**config.mk**
```make
export PLATFORM = sky130hd
export DESIGN_NAME = crcchk_back
export DESIGN_NICKNAME = d
export VERILOG_FILES = /design/src/sv/crcchk_pkg.sv /design/src/sv/crcchk_back.sv
export SDC_FILE = /design/constraint.sdc
export NUM_CORES = 1
export LEC_CHECK = 0
export ABC_AREA = 1
export ABC_CLOCK_PERIOD_IN_PS = 3100
export BUFFER_PORTS_ARGS = -buffer_cell sky130_fd_sc_hd__clkbuf_2
export CAP_MARGIN = 0
export CORE_MARGIN = 2
export CORE_UTILIZATION = 45
export DETAILED_ROUTE_END_ITERATION = 10
export GPL_TIMING_DRIVEN = 0
export PLACE_DENSITY = 0.67
export RECOVER_POWER = 50
export SYNTH_ARGS = -nofsm -noshare
export SYNTH_HDL_FRONTEND = slang
export SYNTH_SLANG_ARGS = --single-unit
```
**constraint.sdc**
```tcl
create_clock -name i_clk -period 3.1 [get_ports i_clk]
set_input_delay 0.775 -clock i_clk [delete_from_list [all_inputs] [get_ports i_clk]]
set_output_delay 0.775 -clock i_clk [all_outputs]
set_load 0.01 [all_outputs]
```
**src/sv/crcchk_pkg.sv**
```systemverilog
`timescale 1ns / 1ps

package crcchk_pkg;

    localparam int MAX_DEVICES = 8;
    // The device counter is 3 bits wide, so never go past 8 devices.
    localparam int DEV_LIMIT   = (MAX_DEVICES < 8) ? MAX_DEVICES : 8;

    localparam int CNT_W       = 4;
    localparam int DEV_W       = 3;
    localparam int POS_W       = 3;
    localparam int CRC_W       = 15;
    localparam int DATA_W      = 48;

    localparam logic [CRC_W-1:0] CRC_SEED   = 15'd16;
    localparam logic [15:0]      CRC_POLY   = 16'h4599;
    localparam logic [15:0]      CRC_TOPBIT = 16'h4000;
    localparam logic [CNT_W-1:0] CNT_RESET  = 4'd1;

    // byte positions inside one group
    localparam logic [POS_W-1:0] POS_CHECK_HI = 3'd6;
    localparam logic [POS_W-1:0] POS_CHECK_LO = 3'd7;

    localparam int QDEPTH = 2;
    localparam int QAW    = (QDEPTH > 1) ? $clog2(QDEPTH) : 1;
    localparam int QCW    = $clog2(QDEPTH + 1);

    typedef struct packed {
        logic [7:0]       rx_byte;
        logic             start;
        logic [POS_W-1:0] pos;
    } t_qitem;

    function automatic logic [CRC_W-1:0] crc15_entry(input logic [7:0] idx);
        logic [15:0] r;
        r = {1'b0, idx, 7'd0};
        for (int b = 0; b < 8; b++) begin
            if ((r & CRC_TOPBIT) != 16'd0) begin
                r = {r[14:0], 1'b0} ^ CRC_POLY;
            end else begin
                r = {r[14:0], 1'b0};
            end
        end
        return r[CRC_W-1:0];
    endfunction

    function automatic logic [CRC_W-1:0] crc15_update(input logic [CRC_W-1:0] crc,
                                                       input logic [7:0] data);
        logic [7:0] idx;
        idx = crc[14:7] ^ data;
        return {crc[6:0], 8'd0} ^ crc15_entry(idx);
    endfunction

endpackage

```
**src/sv/crcchk_back.sv**
```systemverilog
`timescale 1ns / 1ps

module crcchk_back (
    input  logic                            i_clk,
    input  logic                            i_rst_n,
    input  logic                            i_cfg_valid,
    input  logic [crcchk_pkg::CNT_W-1:0]    i_cfg_data,
    input  logic                            i_q_valid,
    input  crcchk_pkg::t_qitem              i_item,
    output logic                            o_pop,
    input  logic                            i_out_stall,
    output logic                            o_out_valid,
    output logic [crcchk_pkg::DATA_W-1:0]   o_group_data,
    output logic [crcchk_pkg::DEV_W-1:0]    o_device_index,
    output logic                            o_check_ok,
    output logic                            o_last_group,
    output logic                            o_any_error
);
    import crcchk_pkg::*;

    logic [CNT_W-1:0]  r_dev_count;
    logic [CRC_W-1:0]  r_crc;
    logic [DATA_W-1:0] r_data;
    logic [7:0]        r_hi;
    logic [DEV_W-1:0]  r_dev;
    logic              r_err;

    logic              r_out_valid;
    logic [DATA_W-1:0] r_out_data;
    logic [DEV_W-1:0]  r_out_dev;
    logic              r_out_ok;
    logic              r_out_last;
    logic              r_out_err;

    logic [CRC_W-1:0]  crc_base;
    logic [DATA_W-1:0] data_base;
    logic [7:0]        hi_base;
    logic [DEV_W-1:0]  dev_base;
    logic              err_base;
    logic [CNT_W-1:0]  eff_count;
    logic              is_final;
    logic              load;
    logic              ok;
    logic              last;

    // a start beat begins a fresh read before its byte is taken
    assign crc_base  = i_item.start ? CRC_SEED : r_crc;
    assign data_base = i_item.start ? '0 : r_data;
    assign hi_base   = i_item.start ? '0 : r_hi;
    assign dev_base  = i_item.start ? '0 : r_dev;
    assign err_base  = i_item.start ? 1'b0 : r_err;

    always_comb begin
        if (r_dev_count == '0) begin
            eff_count = CNT_W'(1);
        end else if (r_dev_count > CNT_W'(DEV_LIMIT)) begin
            eff_count = CNT_W'(DEV_LIMIT);
        end else begin
            eff_count = r_dev_count;
        end
    end

    assign is_final = (i_item.pos == POS_CHECK_LO);
    // hold the final byte while the output register is still owed to the receiver
    assign o_pop    = i_q_valid & ~(is_final & r_out_valid & i_out_stall);
    assign load     = o_pop & is_final;
    assign ok       = ({hi_base, i_item.rx_byte} == {crc_base, 1'b0});
    assign last     = (({1'b0, dev_base} + CNT_W'(1)) >= eff_count);

    always_ff @(posedge i_clk) begin
        if (!i_rst_n) begin
            r_dev_count <= CNT_RESET;
        end else if (i_cfg_valid) begin
            r_dev_count <= i_cfg_data;
        end
    end

    always_ff @(posedge i_clk) begin
        if (!i_rst_n) begin
            r_crc <= CRC_SEED;
            r_data <= '0;
            r_hi  <= '0;
            r_dev <= '0;
            r_err <= 1'b0;
        end else if (o_pop) begin
            if (i_item.pos < POS_CHECK_HI) begin
                r_crc  <= crc15_update(crc_base, i_item.rx_byte);
                r_data <= {data_base[DATA_W-9:0], i_item.rx_byte};
                r_hi   <= hi_base;
                r_dev  <= dev_base;
                r_err  <= err_base;
            end else if (i_item.pos == POS_CHECK_HI) begin
                r_crc  <= crc_base;
                r_data <= data_base;
                r_hi   <= i_item.rx_byte;
                r_dev  <= dev_base;
                r_err  <= err_base;
            end else begin
                r_crc  <= CRC_SEED;
                r_data <= '0;
                r_hi   <= '0;
                r_dev  <= last ? '0 : dev_base + DEV_W'(1);
                r_err  <= last ? 1'b0 : (err_base | ~ok);
            end
        end
    end

    always_ff @(posedge i_clk) begin
        if (!i_rst_n) begin
            r_out_valid <= 1'b0;
        end else if (load) begin
            r_out_valid <= 1'b1;
        end else if (!i_out_stall) begin
            r_out_valid <= 1'b0;
        end
    end

    always_ff @(posedge i_clk) begin
        if (load) begin
            r_out_data <= data_base;
            r_out_dev  <= dev_base;
            r_out_ok   <= ok;
            r_out_last <= last;
            r_out_err  <= err_base | ~ok;
        end
    end

    assign o_out_valid    = r_out_valid;
    assign o_group_data   = r_out_data;
    assign o_device_index = r_out_dev;
    assign o_check_ok     = r_out_ok;
    assign o_last_group   = r_out_last;
    assign o_any_error    = r_out_err;

    a_last_wraps: assert property (@(posedge i_clk) disable iff (!i_rst_n)
        load && last |=> r_dev == '0 && !r_err)
        else $error("read did not restart after last group");

    a_fail_flags: assert property (@(posedge i_clk) disable iff (!i_rst_n)
        load && !ok |=> o_any_error && !o_check_ok)
        else $error("failed check not flagged");

    a_no_overwrite: assert property (@(posedge i_clk) disable iff (!i_rst_n)
        r_out_valid && i_out_stall |-> !load)
        else $error("pending result overwritten");

endmodule

```
==> results_dict.tcl <==
set metrics [dict create \
    synth-seq-area-share_pct 50.01 \
    ys_top_cells_by_count "nand2_1, inv_1, dfxtp_1, o21ai_0, a21oi_1" \
    clk_latency_ns 0.41 \
    power.density_nw_per_um2 628.8 \
    r2r_slack_ns 0.82 \
    synth_edf_count 54 \
    portBuffers 76 \
    post-dp-hpwl_um 12300 \
    end_kind "flop" \
    yosysTopAreaCell "edfxtp_1" \
    synth_fp_nets 767 \
    ant_nets 0 \
    status "finished clean" \
    rsz0062_at_grt "false" \
    remaining_drc_errors 0 \
    post_synth.cell_area_avg_um2 8.698 \
    ys.flop_type "dfxtp_1" \
    htreeDepth 4 \
    worst-path-buf-inv 5 \
    swShare_pct 28.51 \
    grt_pass1_vias 5328 \
    cts_buffers 17 \
    synth_area_um2 6445 \
    synth_cell_type_count 35 \
    hold_path_class "flop to flop" \
    area_delta_synth_final_pct 17.69 \
    ys_seq_elements 134 \
    die_area_um2 15300 \
    design_power_total_w 0.004770 \
    ys_async_sr_fraction_pct 0 \
    holdWs_ns 0.4637 \
    grt_pass1_wl_um 27300 \
    slowest_stage "clkbuf_1" \
    p_leak_nw 3.144 \
    crit_fanout 10 \
    fmax_mhz 331.8 \
    cts_max_path_buffers 2 \
    grt_max_degree 28 \
    viasPerCell 5.574 \
    slowest_delay_ns 0.49 \
    yosys-top-cells-area "edfxtp_1, dfxtp_1, o21ai_0, nand2_1, a21oi_1" \
    skew_ns 0.003680 \
    grt_overflow 0 \
    yosys.area.top_type_share_pct 25.16 \
    nets 863 \
    syn_inst 741 \
    cap_violations 0 \
    setup_viol 0 \
    row_count 43 \
    core_area_um2 13930 \
    ir_worst_vdd_mv 0.3971 \
    via_count 5741 \
    post_cts_buffers 0 \
    clkPwrFrac_pct 41.3 \
    seqPwrFrac_pct 41.5 \
    stdcell_area_um2 7585 \
    required_ns 3.24 \
    drv_slew 0 \
    p_comb_share_pct 17.2 \
    final-hold-violation-count 0 \
    initial_core_util_pct 46.25 \
    root_buffer "clkbuf_16" \
    drtIter0Drc 594 \
    p_sw_w 0.001360 \
    die_w_um 123.7 \
    cpLargestDelayFamily "buffers and inverters" \
    critical_path_class "input port to flop" \
    cts_sinks 134 \
    startpoint_type "input port" \
    period_needed_ns 3.014 \
    ctsHoldBuffers 0 \
    path_cells "clkbuf_2, inv_2, buf_6, clkbuf_1, clkbuf_1, nand2_1, xor2_1, o2111ai_1, nor3_2, nand2_1" \
    routed_wl_um 17580 \
    place_area_um2 7054 \
    yosysMostFrequentCell "nand2_1" \
    clk_pin_slew_ns 0.06 \
    drt-wirelength-per-cell_um 17.06 \
    p_int_w 0.003410 \
    cp.arrival_ns 3.15 \
    pin_count 77 \
    worst_pin_slew_ns 0.6383 \
    ys_warn_count 0 \
    slew_headroom_pct 57.36 \
    fin_setup_tns_ns 0 \
    gp_congestion 0.9380 \
    die_h_um 123.7 \
    drive_gt1_share_pct 11.65 \
    grt_usage_pct 23.56 \
    cts_tree "done" \
    first_pass_iters 5 \
    antenna_found_initial 0 \
    diodes 0 \
    finalCritPeriodShare_pct 97.21 \
]
## power groups by stage
stage	combinational, W	sequential, W	clock, W
after floorplan	0.000588	0.00201	0
after global placement	0.000797	0.00201	0
after detailed placement	0.000806	0.00201	0
after CTS	0.000812	0.00198	0.00198
after global routing	0.000908	0.00199	0.00206
final	0.000821	0.00198	0.00197
## per-stage QoR
| step | cells | utilization [%] | setup WS [ns] |
|---|---|---|---|
| floorplan | 741 | - | 0.3500 |
| global placement | 997 | 50.62 | -0.5808 |
| detailed placement | 997 | 50.62 | -0.5718 |
| CTS | 1030 | 54.91 | 0.01361 |
| global route | 1030 | 54.43 | 0.01638 |
| finish | 1030 | 54.43 | 0.08637 |
## layout by cell type (no fill, tap or decap), types with 3 or more instances in the layout
cell type / instances
nand2_2: 14
clkinv_1: 3
o21ai_0: 72
clkinvlp_4: 4
inv_1: 83
a31oi_1: 9
ha_1: 5
inv_6: 3
a22oi_1: 40
clkbuf_2: 21
nand3_2: 15
a21oi_1: 68
o22ai_1: 6
xor2_1: 21
inv_2: 6
xor2_2: 3
a211oi_1: 12
nor2_1: 49
clkbuf_1: 99
dfxtp_1: 80
edfxtp_1: 54
clkbuf_16: 17
nand3_1: 30
a221oi_1: 11
clkinv_2: 3
nand2_1: 97
## logic make-up (layout without fill, tap and decap cells)
group	count (synthesis)	after routing	share of synthesized area (%)
flip-flops	134	134	50.01
adder cells (fa/ha/maj)	5	5	0.9707
XOR/XNOR	26	26	4.465
AO/OA/AOI/OAI	224	224	20.64
buffers and inverters	136	245	8.076
AND/OR/NAND/NOR	216	216	15.84
## path summary, 6_finish.rpt
path | from | cells after the start | end
hold reg to reg | r_data[45] | 2 | r_data[45]
setup reg to reg | r_dev[0] | 11 | r_dev[1]
setup / recovery | i_item[3] | 10 | o_any_error
hold / removal | r_data[45] | 2 | r_data[45]
## tightest hold or removal path: cells and delay by family (launching register included)
kind	cells	cell delay [ns]
flops	1	0.29
buf+inv	1	0.06
compound gates	1	0.06
## layout make-up
class	instances	area [um2]
buffer	46	182.7
sequential	134	3223
inverter	90	341.6
fill	1305	6350
multi-input combinational	471	2714
tap	180	225.2
timing repair inverter	1	7.507
clock inverter	13	127.6
timing repair buffer	76	310.3
clock buffer	19	452.9
## state kept, by name, summed over array words and instances, names as in the netlist
| name | count |
|---|---|
| o_group_data | 48 |
| r_data | 48 |
| r_crc | 15 |
| r_hi | 8 |
| r_dev_count | 4 |
| o_device_index | 3 |
| r_dev | 3 |
| o_any_error | 1 |
| o_check_ok | 1 |
| o_last_group | 1 |
| o_out_valid | 1 |
| r_err | 1 |
## metal layers
metal	share of wire [%]	global-route usage [%]	wire [um]
met1	46	32.96	8076
met2	45	35.92	7878
met3	7.0	4.945	1234
met4	2.2	8.878	385
met5	0	0	0
## what timing repair did
action / CTS / global route
gates resized for setup: 4 / 1
endpoints found under the setup margin: 55 / 1
gates cloned: 1 / 0
(Power assumes the default switching activity.)
